`config.mk`:
```
export PLATFORM = sky130hd
export DESIGN_NAME = rounded_rect_gradient_spans_unit_flat
export DESIGN_NICKNAME = d
export VERILOG_FILES = /design/src/sv/rrgs_pkg.sv /design/src/sv/rrgs_if.sv /design/src/sv/rounded_rect_gradient_spans_unit.sv /design/src/sv/rrgs_cell.sv /design/src/flat_wrapper.sv
export SDC_FILE = /design/constraint.sdc
export NUM_CORES = 2
export LEC_CHECK = 0
export BUFFER_PORTS_ARGS = -buffer_cell sky130_fd_sc_hd__buf_2
export CORE_MARGIN = 10
export CORE_UTILIZATION = 55
export CTS_CLUSTER_DIAMETER = 30
export DETAILED_ROUTE_END_ITERATION = 8
export PLACE_DENSITY_LB_ADDON = 0.25
export RECOVER_POWER = 50
export SLEW_MARGIN = 15
export SYNTH_ARGS = -nofsm -noshare
export SYNTH_HDL_FRONTEND = slang
export SYNTH_HIERARCHICAL = 1
export SYNTH_SLANG_ARGS = --single-unit
export TNS_END_PERCENT = 50
```
`constraint.sdc`:
```
create_clock -name clk -period 26.4 [get_ports clk]
set_input_delay 2.64 -clock clk [delete_from_list [all_inputs] [get_ports clk]]
set_output_delay 2.64 -clock clk [all_outputs]
set_load 0.02 [all_outputs]
```
`src/sv/rrgs_pkg.sv`:
```
// shared types and constants of the rounded rectangle span unit
package rrgs_pkg;

  // number of square root and divide steps, one per cell
  localparam int unsigned NUM_STEPS = 11;

  // register indexes
  localparam logic [2:0] REG_WIDTH   = 3'd0;
  localparam logic [2:0] REG_HEIGHT  = 3'd1;
  localparam logic [2:0] REG_RADIUS  = 3'd2;
  localparam logic [2:0] REG_STYLES  = 3'd3;
  localparam logic [2:0] REG_C_FROM  = 3'd4;
  localparam logic [2:0] REG_C_TO    = 3'd5;
  localparam logic [2:0] REG_CLIP_C  = 3'd6;
  localparam logic [2:0] REG_CLIP_R  = 3'd7;

  // corner style codes
  localparam logic [1:0] STYLE_SQUARE = 2'd0;
  localparam logic [1:0] STYLE_MITRE  = 2'd1;

  typedef enum logic [1:0] {
    ST_DRAW  = 2'd0,
    ST_EMPTY = 2'd1,
    ST_OUT   = 2'd2
  } span_status_t;

  typedef enum logic [1:0] {
    MODE_NONE  = 2'd0,
    MODE_MITRE = 2'd1,
    MODE_ROUND = 2'd2
  } inset_mode_t;

  // state of one row as it moves down the chain of cells
  typedef struct packed {
    logic        st2;
    inset_mode_t lmode;
    inset_mode_t rmode;
    logic [10:0] dyl;
    logic [10:0] dyr;
    logic [21:0] vl;
    logic [21:0] vr;
    logic [13:0] reml;
    logic [12:0] rootl;
    logic [13:0] remr;
    logic [12:0] rootr;
    logic [19:0] num;
    logic [10:0] quo;
  } item_t;

endpackage

```
`src/sv/rrgs_if.sv`:
```
// valid/ready channels for row requests and span results
interface rrgs_in_if;
  logic        valid;
  logic        ready;
  logic [11:0] row_index;

  modport source (output valid, output row_index, input ready);
  modport sink (input valid, input row_index, output ready);
endinterface

interface rrgs_out_if;
  logic        valid;
  logic        ready;
  logic [11:0] span_start;
  logic [12:0] span_end;
  logic [23:0] row_color;
  logic [1:0]  span_status;

  modport source (output valid, output span_start, output span_end, output row_color,
                  output span_status, input ready);
  modport sink (input valid, input span_start, input span_end, input row_color,
                input span_status, output ready);
endinterface

```
`src/sv/rounded_rect_gradient_spans_unit.sv`:
```
// rounded rectangle gradient span generator, top level
//
// A row index enters on in_ch; one result leaves on out_ch for every row:
// the first drawn column, the column after the last one, the gradient colour
// of the row and a status (draw, row empty, outside buffer or rectangle).
// Shape and colour are set through the write port (cfg_we, cfg_index,
// cfg_wdata), by the user only while no row is in flight (not enforced).
// The datapath is a pipeline of 15 register stages: row decode, corner
// multiplies, a chain of 11 cells each doing one square root step for both
// corners and one step of the t = row*255/(h-1) divide, colour mix and
// insets, and the output register. One row can be taken per cycle as long
// as the receiver takes results.
// Each stage advances when it is empty or the one after it advances, so
// bubbles close up; when the receiver stalls, rows keep entering until the
// pipeline is full, and then in_ch.ready falls.
// Reset (rst, synchronous) empties the pipeline and sets the configuration
// registers to zero except the clip limits, which go to MAX_DIM.
module rounded_rect_gradient_spans_unit #(
  parameter int unsigned MAX_DIM = 4096
) (
  input  logic        clk,
  input  logic        rst,
  input  logic        cfg_we,
  input  logic [2:0]  cfg_index,
  input  logic [23:0] cfg_wdata,
  rrgs_in_if.sink     in_ch,
  rrgs_out_if.source  out_ch
);
  import rrgs_pkg::*;

  localparam int unsigned NSTG = NUM_STEPS + 4;

  // configuration registers
  logic [11:0] rect_width, rect_height;
  logic [10:0] corner_radius;
  logic [7:0]  corner_styles;
  logic [23:0] color_from, color_to;
  logic [12:0] clip_cols, clip_rows;

  always_ff @(posedge clk) begin
    if (rst) begin
      rect_width    <= '0;
      rect_height   <= '0;
      corner_radius <= '0;
      corner_styles <= '0;
      color_from    <= '0;
      color_to      <= '0;
      clip_cols     <= 13'(MAX_DIM);
      clip_rows     <= 13'(MAX_DIM);
    end else if (cfg_we) begin
      unique case (cfg_index)
        REG_WIDTH:  rect_width    <= cfg_wdata[11:0];
        REG_HEIGHT: rect_height   <= cfg_wdata[11:0];
        REG_RADIUS: corner_radius <= cfg_wdata[10:0];
        REG_STYLES: corner_styles <= cfg_wdata[7:0];
        REG_C_FROM: color_from    <= cfg_wdata;
        REG_C_TO:   color_to      <= cfg_wdata;
        REG_CLIP_C: clip_cols     <= cfg_wdata[12:0];
        REG_CLIP_R: clip_rows     <= cfg_wdata[12:0];
        default: ;
      endcase
    end
  end

  // values derived from the registers only
  logic [12:0] ccols, crows;
  logic [10:0] rc;
  logic [11:0] hm1;

  always_comb begin
    ccols = (32'(clip_cols) > MAX_DIM) ? 13'(MAX_DIM) : clip_cols;
    crows = (32'(clip_rows) > MAX_DIM) ? 13'(MAX_DIM) : clip_rows;
    rc    = corner_radius;
    if (rc > rect_width[11:1])
      rc = rect_width[11:1];
    if (rc > rect_height[11:1])
      rc = rect_height[11:1];
    hm1 = rect_height - 12'd1;
  end

  // stage handshake: a stage loads when empty or when its successor loads
  logic                 vld_a, vld_b, vld_m, vld_o;
  logic [NUM_STEPS-1:0] vld_c;
  logic [NSTG-1:0]      vld, en;

  assign vld = {vld_o, vld_m, vld_c, vld_b, vld_a};

  always_comb begin
    en[NSTG-1] = !vld[NSTG-1] || out_ch.ready;
    for (int i = NSTG - 2; i >= 0; i--) begin
      en[i] = !vld[i] || en[i+1];
    end
  end

  assign in_ch.ready = en[0];

  // row decode into corner modes and depths
  item_t       a_nxt, a_q, b_nxt, b_q;
  logic [11:0] row;
  logic [11:0] depth;
  logic [1:0]  lsty, rsty;
  logic        in_top, in_bot;

  function automatic inset_mode_t mode_of(input logic [1:0] sty);
    inset_mode_t m;
    if (sty == STYLE_SQUARE)
      m = MODE_NONE;
    else if (sty == STYLE_MITRE)
      m = MODE_MITRE;
    else
      m = MODE_ROUND;
    return m;
  endfunction

  always_comb begin
    row    = in_ch.row_index;
    a_nxt  = '0;
    a_nxt.st2 = (rect_width == '0) || (rect_height == '0) || (row >= rect_height)
                || (13'(row) >= crows);
    in_top = (rc != '0) && (row < 12'(rc));
    in_bot = (rc != '0) && !in_top && (13'(row) + 13'(rc) >= 13'(rect_height));
    depth  = '0;
    lsty   = STYLE_SQUARE;
    rsty   = STYLE_SQUARE;
    if (in_top) begin
      depth = row;
      lsty  = corner_styles[1:0];
      rsty  = corner_styles[3:2];
    end else if (in_bot) begin
      depth = hm1 - row;
      lsty  = corner_styles[7:6];
      rsty  = corner_styles[5:4];
    end
    a_nxt.lmode = (in_top || in_bot) ? mode_of(lsty) : MODE_NONE;
    a_nxt.rmode = (in_top || in_bot) ? mode_of(rsty) : MODE_NONE;
    a_nxt.dyl   = rc - depth[10:0];
    a_nxt.dyr   = rc - depth[10:0];
    a_nxt.num   = {row, 8'd0} - 20'(row);
  end

  // corner multiplies: r*r - dy*dy per side
  always_comb begin
    b_nxt    = a_q;
    b_nxt.vl = 22'(rc) * 22'(rc) - 22'(a_q.dyl) * 22'(a_q.dyl);
    b_nxt.vr = 22'(rc) * 22'(rc) - 22'(a_q.dyr) * 22'(a_q.dyr);
  end

  always_ff @(posedge clk) begin
    if (rst) begin
      vld_a <= 1'b0;
      vld_b <= 1'b0;
    end else begin
      if (en[0])
        vld_a <= in_ch.valid;
      if (en[1])
        vld_b <= vld[0];
    end
  end

  always_ff @(posedge clk) begin
    if (en[0])
      a_q <= a_nxt;
    if (en[1])
      b_q <= b_nxt;
  end

  // chain of root and divide cells
  item_t cq [NUM_STEPS+1];
  assign cq[0] = b_q;

  for (genvar k = 0; k < NUM_STEPS; k++) begin : g_cell
    rrgs_cell #(.STEP(k)) u_cell (
      .clk     (clk),
      .rst     (rst),
      .en      (en[k+2]),
      .vld_in  (vld[k+1]),
      .d_in    (cq[k]),
      .divisor (hm1),
      .vld     (vld_c[k]),
      .q       (cq[k+1])
    );
  end

  // insets and colour mix products
  item_t       ce;
  logic [10:0] sql, sqr, lft_nxt, rgt_nxt, lft, rgt;
  logic [7:0]  t;
  logic [15:0] mix_nxt [3];
  logic [15:0] mix [3];
  logic        st2_c, st2_d;

  always_comb begin
    ce  = cq[NUM_STEPS];
    sql = ce.rootl[11:1];
    sqr = ce.rootr[11:1];
    unique case (ce.lmode)
      MODE_MITRE: lft_nxt = ce.dyl;
      MODE_ROUND: lft_nxt = rc - sql;
      default:    lft_nxt = '0;
    endcase
    unique case (ce.rmode)
      MODE_MITRE: rgt_nxt = ce.dyr;
      MODE_ROUND: rgt_nxt = rc - sqr;
      default:    rgt_nxt = '0;
    endcase
    t = (rect_height > 12'd1) ? ce.quo[7:0] : 8'd0;
    for (int c = 0; c < 3; c++) begin
      mix_nxt[c] = 16'(color_from[8*c +: 8]) * 16'(8'd255 - t)
                 + 16'(color_to[8*c +: 8]) * 16'(t);
    end
  end

  always_ff @(posedge clk) begin
    if (rst) begin
      vld_m <= 1'b0;
    end else if (en[NSTG-2]) begin
      vld_m <= vld[NSTG-3];
    end
  end

  always_ff @(posedge clk) begin
    if (en[NSTG-2]) begin
      lft   <= lft_nxt;
      rgt   <= rgt_nxt;
      st2_c <= ce.st2;
      for (int c = 0; c < 3; c++)
        mix[c] <= mix_nxt[c];
    end
  end

  // span decision, divide by 255 and output register
  logic [23:0] col;
  logic [16:0] dsum;
  logic [11:0] lr_sum;
  logic [12:0] end_nxt;
  logic [11:0] o_start;
  logic [12:0] o_end;
  logic [23:0] o_color;
  span_status_t o_status, st_nxt;
  logic [11:0] s_nxt;
  logic [12:0] e_nxt;
  logic [23:0] c_nxt;

  always_comb begin
    for (int c = 0; c < 3; c++) begin
      dsum = 17'(mix[c]) + 17'd1 + 17'(mix[c][15:8]);
      col[8*c +: 8] = dsum[15:8];
    end
    lr_sum  = 12'(lft) + 12'(rgt);
    end_nxt = 13'(rect_width - 12'(rgt));
    if (end_nxt > ccols)
      end_nxt = ccols;
    st_nxt = ST_DRAW;
    s_nxt  = 12'(lft);
    e_nxt  = end_nxt;
    c_nxt  = col;
    if (st2_c) begin
      st_nxt = ST_OUT;
      s_nxt  = '0;
      e_nxt  = '0;
      c_nxt  = '0;
    end else if ((lr_sum >= rect_width) || (13'(lft) >= end_nxt)) begin
      st_nxt = ST_EMPTY;
      s_nxt  = '0;
      e_nxt  = '0;
    end
    st2_d = st2_c;
  end

  always_ff @(posedge clk) begin
    if (rst) begin
      vld_o <= 1'b0;
    end else if (en[NSTG-1]) begin
      vld_o <= vld[NSTG-2];
    end
  end

  always_ff @(posedge clk) begin
    if (en[NSTG-1]) begin
      o_start  <= s_nxt;
      o_end    <= e_nxt;
      o_color  <= c_nxt;
      o_status <= st2_d ? ST_OUT : st_nxt;
    end
  end

  assign out_ch.valid       = vld[NSTG-1];
  assign out_ch.span_start  = o_start;
  assign out_ch.span_end    = o_end;
  assign out_ch.row_color   = o_color;
  assign out_ch.span_status = o_status;

  // a drawn span is never empty
  assert property (@(posedge clk) disable iff (rst)
    out_ch.valid && (out_ch.span_status == ST_DRAW) |-> out_ch.span_start < out_ch.span_end)
    else $error("drawn span is empty");

  // rows outside the rectangle carry no span and no colour
  assert property (@(posedge clk) disable iff (rst)
    out_ch.valid && (out_ch.span_status == ST_OUT)
    |-> (out_ch.span_end == '0) && (out_ch.row_color == '0))
    else $error("outside row carries data");

  // a drawn span never passes the clip limit
  assert property (@(posedge clk) disable iff (rst)
    out_ch.valid && (out_ch.span_status == ST_DRAW) |-> out_ch.span_end <= ccols)
    else $error("span passes clip limit");

  // a stalled result keeps its output register
  assert property (@(posedge clk) disable iff (rst)
    out_ch.valid && !out_ch.ready |=> out_ch.valid && $stable(o_end) && $stable(o_color))
    else $error("stalled result changed");

endmodule

```
`src/sv/rrgs_cell.sv`:
```
// one cell of the chain: a square root step on both corners and a divide step
module rrgs_cell #(
  parameter int unsigned STEP = 0
) (
  input  logic            clk,
  input  logic            rst,
  input  logic            en,
  input  logic            vld_in,
  input  rrgs_pkg::item_t d_in,
  input  logic [11:0]     divisor,
  output logic            vld,
  output rrgs_pkg::item_t q
);
  import rrgs_pkg::*;

  localparam int unsigned VBIT = 21 - 2 * STEP;
  localparam int unsigned QBIT = NUM_STEPS - 1 - STEP;

  item_t       nxt;
  logic [13:0] rl, rr;
  logic [12:0] tl, tr;
  logic [21:0] dsh;

  // restoring square root step per corner, restoring divide step for the gradient
  always_comb begin
    nxt = d_in;
    rl  = {d_in.reml[11:0], d_in.vl[VBIT -: 2]};
    tl  = {d_in.rootl[11:0], 1'b0};
    if (14'(tl) < rl) begin
      rl = rl - 14'(tl | 13'd1);
      tl = tl + 13'd2;
    end
    rr  = {d_in.remr[11:0], d_in.vr[VBIT -: 2]};
    tr  = {d_in.rootr[11:0], 1'b0};
    if (14'(tr) < rr) begin
      rr = rr - 14'(tr | 13'd1);
      tr = tr + 13'd2;
    end
    nxt.reml  = rl;
    nxt.rootl = tl;
    nxt.remr  = rr;
    nxt.rootr = tr;
    dsh = 22'(divisor) << QBIT;
    if (22'(d_in.num) >= dsh) begin
      nxt.num       = d_in.num - dsh[19:0];
      nxt.quo[QBIT] = 1'b1;
    end
  end

  // cell register
  always_ff @(posedge clk) begin
    if (rst) begin
      vld <= 1'b0;
    end else if (en) begin
      vld <= vld_in;
    end
  end

  always_ff @(posedge clk) begin
    if (en) begin
      q <= nxt;
    end
  end

endmodule

```
`src/flat_wrapper.sv`:
```
// flat-port wrapper written by rule: the top's interface ports become plain ports
module rounded_rect_gradient_spans_unit_flat import rrgs_pkg::*;
#(
  parameter int unsigned MAX_DIM = 4096
)
  (clk, rst, cfg_we, cfg_index, cfg_wdata, in_ch_valid, in_ch_row_index, in_ch_ready, out_ch_valid, out_ch_span_start, out_ch_span_end, out_ch_row_color, out_ch_span_status, out_ch_ready);
  rrgs_in_if in_ch_i ();
  rrgs_out_if out_ch_i ();
  input  logic clk;
  input  logic rst;
  input  logic cfg_we;
  input  logic [2:0] cfg_index;
  input  logic [23:0] cfg_wdata;
  input wire logic [$bits(in_ch_i.valid)-1:0] in_ch_valid;
  input wire logic [$bits(in_ch_i.row_index)-1:0] in_ch_row_index;
  output wire logic [$bits(in_ch_i.ready)-1:0] in_ch_ready;
  output wire logic [$bits(out_ch_i.valid)-1:0] out_ch_valid;
  output wire logic [$bits(out_ch_i.span_start)-1:0] out_ch_span_start;
  output wire logic [$bits(out_ch_i.span_end)-1:0] out_ch_span_end;
  output wire logic [$bits(out_ch_i.row_color)-1:0] out_ch_row_color;
  output wire logic [$bits(out_ch_i.span_status)-1:0] out_ch_span_status;
  input wire logic [$bits(out_ch_i.ready)-1:0] out_ch_ready;
  assign in_ch_i.valid = in_ch_valid;
  assign in_ch_i.row_index = in_ch_row_index;
  assign in_ch_ready = in_ch_i.ready;
  assign out_ch_valid = out_ch_i.valid;
  assign out_ch_span_start = out_ch_i.span_start;
  assign out_ch_span_end = out_ch_i.span_end;
  assign out_ch_row_color = out_ch_i.row_color;
  assign out_ch_span_status = out_ch_i.span_status;
  assign out_ch_i.ready = out_ch_ready;
  rounded_rect_gradient_spans_unit #(.MAX_DIM(MAX_DIM)) u_core (.clk(clk), .rst(rst), .cfg_we(cfg_we), .cfg_index(cfg_index), .cfg_wdata(cfg_wdata), .in_ch(in_ch_i), .out_ch(out_ch_i));
endmodule
```
# --- Word level (Yosys, flattened, before mapping) ---
# Memory sizes are Yosys's and may differ from the RTL's.
# Cells that the tools add are included.
totals:
  register_bits: 1045
  inputBits: 44
  mem_count: 1
  ramBits: 48
memory_table:
  columns: ["memory", "words", "word_bits", "rd", "rd_ports_with_merged_regs", "wr", "line", "text"]
  rows:
  - ["u_core.mix", 3, 16, 3, 0, 3, "rounded_rect_gradient_spans_unit.sv:189", "logic [15:0] mix [3];"]
classes:
  reduce_logical: 56
  addsub: 49
  muxes: 50
  order_cmp: 34
  bitwise_logic: 1
  mul: 8
  eq_ne: 13
op_table:
  columns: ["operator", "n"]
  rows:
  - ["two-way mux 12 bit", 17]
  - ["two-way mux 20 bit", 9]
  - ["< comparator 13 x 14 -> 1 bit", 8]
  - ["adder 12 x 2 -> 12 bit (second input constant)", 8]
  - ["subtractor 12 bit", 7]
  - ["subtractor 20 bit", 3]
  - ["adder 16 x 1 -> 16 bit (second input constant)", 3]
  - ["adder 16 bit", 3]
  - ["adder 16 x 8 -> 16 bit", 3]
  - ["multiplier 8 x 16 -> 16 bit", 3]
  - ["multiplier 8 x 8 -> 16 bit", 3]
  - ["multiplier 11 x 11 -> 22 bit", 2]
  - ["two-way mux 11 bit", 4]
  - ["case mux 11 bit (2 select lines)", 2]
  - ["two-way mux 13 bit", 3]
  - ["subtractor 11 bit", 3]
  - ["greater-than comparator 13 bit (second input constant)", 2]
  - ["greater-or-equal comparator 12 bit", 2]
  - ["logical NOT 12 bit", 2]
  - ["greater-or-equal comparator 20 x 22 -> 1 bit", 1]
  - ["greater-than comparator 11 bit", 2]
  - ["subtractor 22 bit", 1]
  - ["greater-or-equal comparator 20 x 21 -> 1 bit", 1]
  - ["two-way mux 21 bit", 1]
  - ["other kinds (55)", 118]

# --- Logic depth before layout (Yosys ltp) ---
logic_depth:
  word_depth: 16
  mapped_depth: 47
  mapped_depth_nobuf: 44

# --- Modules after synthesis ---
# The synthesis kept the hierarchy.
by_module_without_submodules:
  columns: ["module", "instances", "area_each_um2", "seq_area_each_um2", "cells_each"]
  rows:
  - ["rounded_rect_gradient_spans_unit", 1, 38471.9, 8878.5, 4136]
  - ["rrgs_cell at u_core.g_cell[9].u_cell", 1, 8207.9, 4644.5, 691]
  - ["rrgs_cell at u_core.g_cell[7].u_cell", 1, 8111.5, 4644.5, 674]
  - ["rrgs_cell at u_core.g_cell[8].u_cell", 1, 8092.8, 4644.5, 672]
  - ["rrgs_cell at u_core.g_cell[10].u_cell", 1, 8081.5, 4644.5, 667]
  - ["rrgs_cell at u_core.g_cell[6].u_cell", 1, 8022.7, 4644.5, 650]
  - ["rrgs_cell at u_core.g_cell[5].u_cell", 1, 8015.2, 4644.5, 647]
  - ["rrgs_cell at u_core.g_cell[2].u_cell", 1, 8005.2, 4644.5, 654]
  - ["rrgs_cell at u_core.g_cell[3].u_cell", 1, 7946.4, 4644.5, 644]
  - ["rrgs_cell at u_core.g_cell[4].u_cell", 1, 7923.8, 4644.5, 642]
  - ["rrgs_cell at u_core.g_cell[0].u_cell", 1, 7921.3, 4644.5, 621]
  - ["rrgs_cell at u_core.g_cell[1].u_cell", 1, 7827.5, 4644.5, 627]

# --- Worst setup path after synthesis ---
# OpenSTA, ideal clock, no wires.
synth_path:
  path_kind: "in2out"
  startpoint: "input port out_ch_ready"
  endpoint: "output port in_ch_ready"
  path_slack_ns: 6.937
  arrival_time_ns: 16.823
  stages: 9
  path_buffers: 0
  required_time_ns: 23.760
  path_cell_list: "nor2b_1 > inv_1 > nor2_1 > nand3_1 > nor2_1 > nand3_1 > nor2_1 > nand4_1 > or2_2"
synth_via:
  elab_chain_len: 15
synth_lines:
  columns: ["item", "line", "text"]
  rows:
  - ["start, declared", "flat_wrapper.sv:22", "input wire logic [$bits(out_ch_i.ready)-1:0] out_ch_ready;"]
  - ["logical OR 1 bit", "rounded_rect_gradient_spans_unit.sv:89", "en[NSTG-1] = !vld[NSTG-1] || out_ch.ready;"]
  - ["net u_core.en[14]", "rounded_rect_gradient_spans_unit.sv:84", "logic [NSTG-1:0] vld, en;"]
  - ["logical OR 1 bit (6 in series)", "rounded_rect_gradient_spans_unit.sv:91", "en[i] = !vld[i] || en[i+1];"]
  - ["net u_core.en[8]", "rounded_rect_gradient_spans_unit.sv:84", null]
  - ["logical OR 1 bit (3 in series)", "rounded_rect_gradient_spans_unit.sv:91", null]
  - ["net u_core.en[5]", "rounded_rect_gradient_spans_unit.sv:84", null]
  - ["logical OR 1 bit (4 in series)", "rounded_rect_gradient_spans_unit.sv:91", null]
  - ["net u_core.en[1]", "rounded_rect_gradient_spans_unit.sv:84", null]
  - ["logical OR 1 bit", "rounded_rect_gradient_spans_unit.sv:91", null]
  - ["end, declared", "flat_wrapper.sv:16", "output wire logic [$bits(in_ch_i.ready)-1:0] in_ch_ready;"]
# The timed path passes the listed nets, and every way through them passes these cells.

==> run metrics <==
Setup crit end=u_core/mix[0][15]; clk_skew=0.0802 ns; synthesized cell area=110000 µm²; WP data required=27.07 ns; Max-Cap Viols=14; CTS-repair resized insts=0; vias in the first global route=76400; Max Slew Vio Count=762; synth-to-layout area growth=13.6%; hold buffers post-CTS=0; post-CTS setup buffers=0; critical path depth=23; # rows=164; IO buf count=95; TritonRoute pass-1 iters=6; Crit path largest cell delay=3.08 ns; initial detailed-routing violation count=5621; Post-Place Cells=13000; final setup TNS=0 ns; Via Count=76000; RSZ-0062 raised after global routing=no; Critical R2R Launch=u_core/rect_height[0]; drt wl/cell=19.9 µm; pin count of the biggest net entering global routing=135; clock slew at reported path FFs=0.05 ns; # clock sinks=1634; share of layout cells above drive strength 1=0.0808; H-tree depth=5; CP endpoint kind=register; first-pass GRT wire length=423000 µm; crit-path leading delay family=buffers and inverters; Detail Route Antenna Nets=0; I/O pins=97; gr ovfl total=0; Critical Path Start=u_core/rect_height[0]; CP max stage cell=clkbuf_1; relative slew slack=-1.92; half-perimeter wire length after placement=201000 µm; total die area=219000 µm²; die extent in x=468 µm; CP Class=reg2reg; Total GRT Usage=0.244; Clk Latency, worst-skew pair=0.94 ns; CTS tree=yes; Num CTS Buffers=348; Root Buffer=clkbuf_16; Data arrival, critical path=13.04 ns; drt total wl=271000 µm; Reg2Reg Depth=23; Final Non-Filler Cells=13600; Reg2Reg Setup Slack=14.03 ns; CP Cell Sequence=inv_1 > ha_1 > o2111ai_1 > clkbuf_1 > nand2_1 > and2_1 > fa_1 > ha_1 > ha_1 > inv_1 > fa_1 > inv_1 > fa_1 > fa_1 > ha_1 > a21oi_1 > nor2b_1 > o21a_1 > o311a_1 > o31ai_1 > o21bai_1 > a21oi_1 > xnor2_1; CP startpoint kind=register; setup ws final=14.03 ns; FF-to-FF End=u_core/mix[0][15]; outcome=finished with violations; Die H=468 µm; Starting Density=0.553; endpoints failing setup=0; synthesized area per cell=10.7 µm²; failing checks=max-capacitance violations, max-slew violations; Ys Warns=6; GP Congestion=0.913; initial antenna violation count=4; Max Fclk=80.8 MHz; Period minus WS final=12.37 ns; # DRC=0; Final Cycle Share=0.469; Core Region=200000 µm²; Syn Inst Count=10300; crit path max fanout=134; final hold vios=0; Clock Path Buffers=4; Hold Path Class=reg2reg; pre-CTS setup slack=15.00 ns; Crit path buffers/inverters=4; Slew @ Worst Pin=4.39 ns; Nets=12400; vias per cell=5.58
-- worst reg2reg max path, cell delays in order (launching register included) --
cell,delay [ns]
dfxtp_1,0.62
inv_1,0.13
ha_1,0.33
o2111ai_1,0.81
clkbuf_1,3.08
nand2_1,1.97
and2_1,0.57
fa_1,0.49
ha_1,0.31
ha_1,0.28
inv_1,0.05
fa_1,0.47
inv_1,0.06
fa_1,0.50
fa_1,0.49
ha_1,0.36
a21oi_1,0.24
nor2b_1,0.08
o21a_1,0.20
o311a_1,0.32
o31ai_1,0.40
o21bai_1,0.10
a21oi_1,0.18
xnor2_1,0.08
-- through the flow --
step | instance area [µm²] | hold WS, ns | utilization
4_1_cts | 126000 | 0.371 | 0.629
3_5_place_dp | 114000 | 0.405 | 0.572
3_3_place_gp | 114000 | 0.400 | 0.571
2_1_floorplan | 111000 | 0.400 | -
6_report | 126000 | 0.374 | 0.628
5_1_grt | 126000 | 0.384 | 0.628
-- cells in the final DEF, fill, tap and decap left out, drive strengths merged, types with 40 or more instances in the layout --
cell type,count
mux2i,44
fa,499
o31ai,48
nor2b,102
o211ai,52
conb,188
and3,181
o21ai,426
a211oi,96
a31oi,40
o21a,102
bufinv,40
nand2b,109
clkinv,106
dfxtp,132
nand2,902
edfxtp,1502
nor3,158
a21o,148
a21oi,575
nor2,535
inv,1567
ha,1151
xor2,133
and2,126
mux2,80
o21bai,41
buf,136
nand3,155
nand4,118
nor4,72
clkbuf,424
xnor2,510
-- flip-flops by register name, summed over array words and instances (netlist names) --
name and cells:
u_core/b_q 58, u_core/clip_rows 13, u_core/vld_a 1, u_core/vld_m 1
u_core/g_cell.u_cell/q 1287, u_core/g_cell.u_cell/vld 11, u_core/rect_width 12, u_core/rgt 11
u_core/out_ch.valid 1, u_core/rect_height 12, u_core/lft 11, u_core/mix 48
u_core/a_q 36, u_core/vld_b 1, u_core/out_ch.span_status 2, u_core/corner_radius 11
u_core/color_from 24, u_core/out_ch.span_start 11, u_core/clip_cols 13, u_core/out_ch.row_color 24
u_core/corner_styles 8, u_core/st2_c 1, u_core/out_ch.span_end 13, u_core/color_to 24
-- per-layer routing --
layer | vias up | share of wire | GRT usage
met3 | 658 | 0.061 | 0.0381
li1 | 36000 | - | -
met2 | 2439 | 0.47 | 0.407
met1 | 36800 | 0.42 | 0.315
met4 | 2 | 0.047 | 0.110
met5 | - | 0.000026 | 0
-- area by class of cell --
type | instances | area [µm²]
antenna | 4 | 10.0
clock buffer | 391 | 8960
clock inverter | 228 | 2530
fill | 15800 | 74300
inverter | 1523 | 5730
multi-input combinational | 6999 | 56300
sequential | 1634 | 47700
tap | 2656 | 3320
timing repair buffer | 169 | 917
-- worst min path at each step --
stage,slack (ns),startpoint,cells after the start,endpoint
finish,0.37,u_core/g_cell[2].u_cell/q[86],0,u_core/g_cell[3].u_cell/q[86]
global placement,0.40,u_core/g_cell[1].u_cell/q[136],0,u_core/g_cell[2].u_cell/q[136]
floorplan,0.40,u_core/a_q[11],0,u_core/b_q[11]
detailed placement,0.40,u_core/g_cell[9].u_cell/q[137],0,u_core/g_cell[10].u_cell/q[137]
global route,0.38,u_core/g_cell[5].u_cell/q[152],0,u_core/g_cell[6].u_cell/q[152]
CTS,0.37,u_core/g_cell[2].u_cell/q[86],0,u_core/g_cell[3].u_cell/q[86]
Power is not shown: default switching activity piles up to over one toggle a cycle in this logic, so the estimate is an artifact.
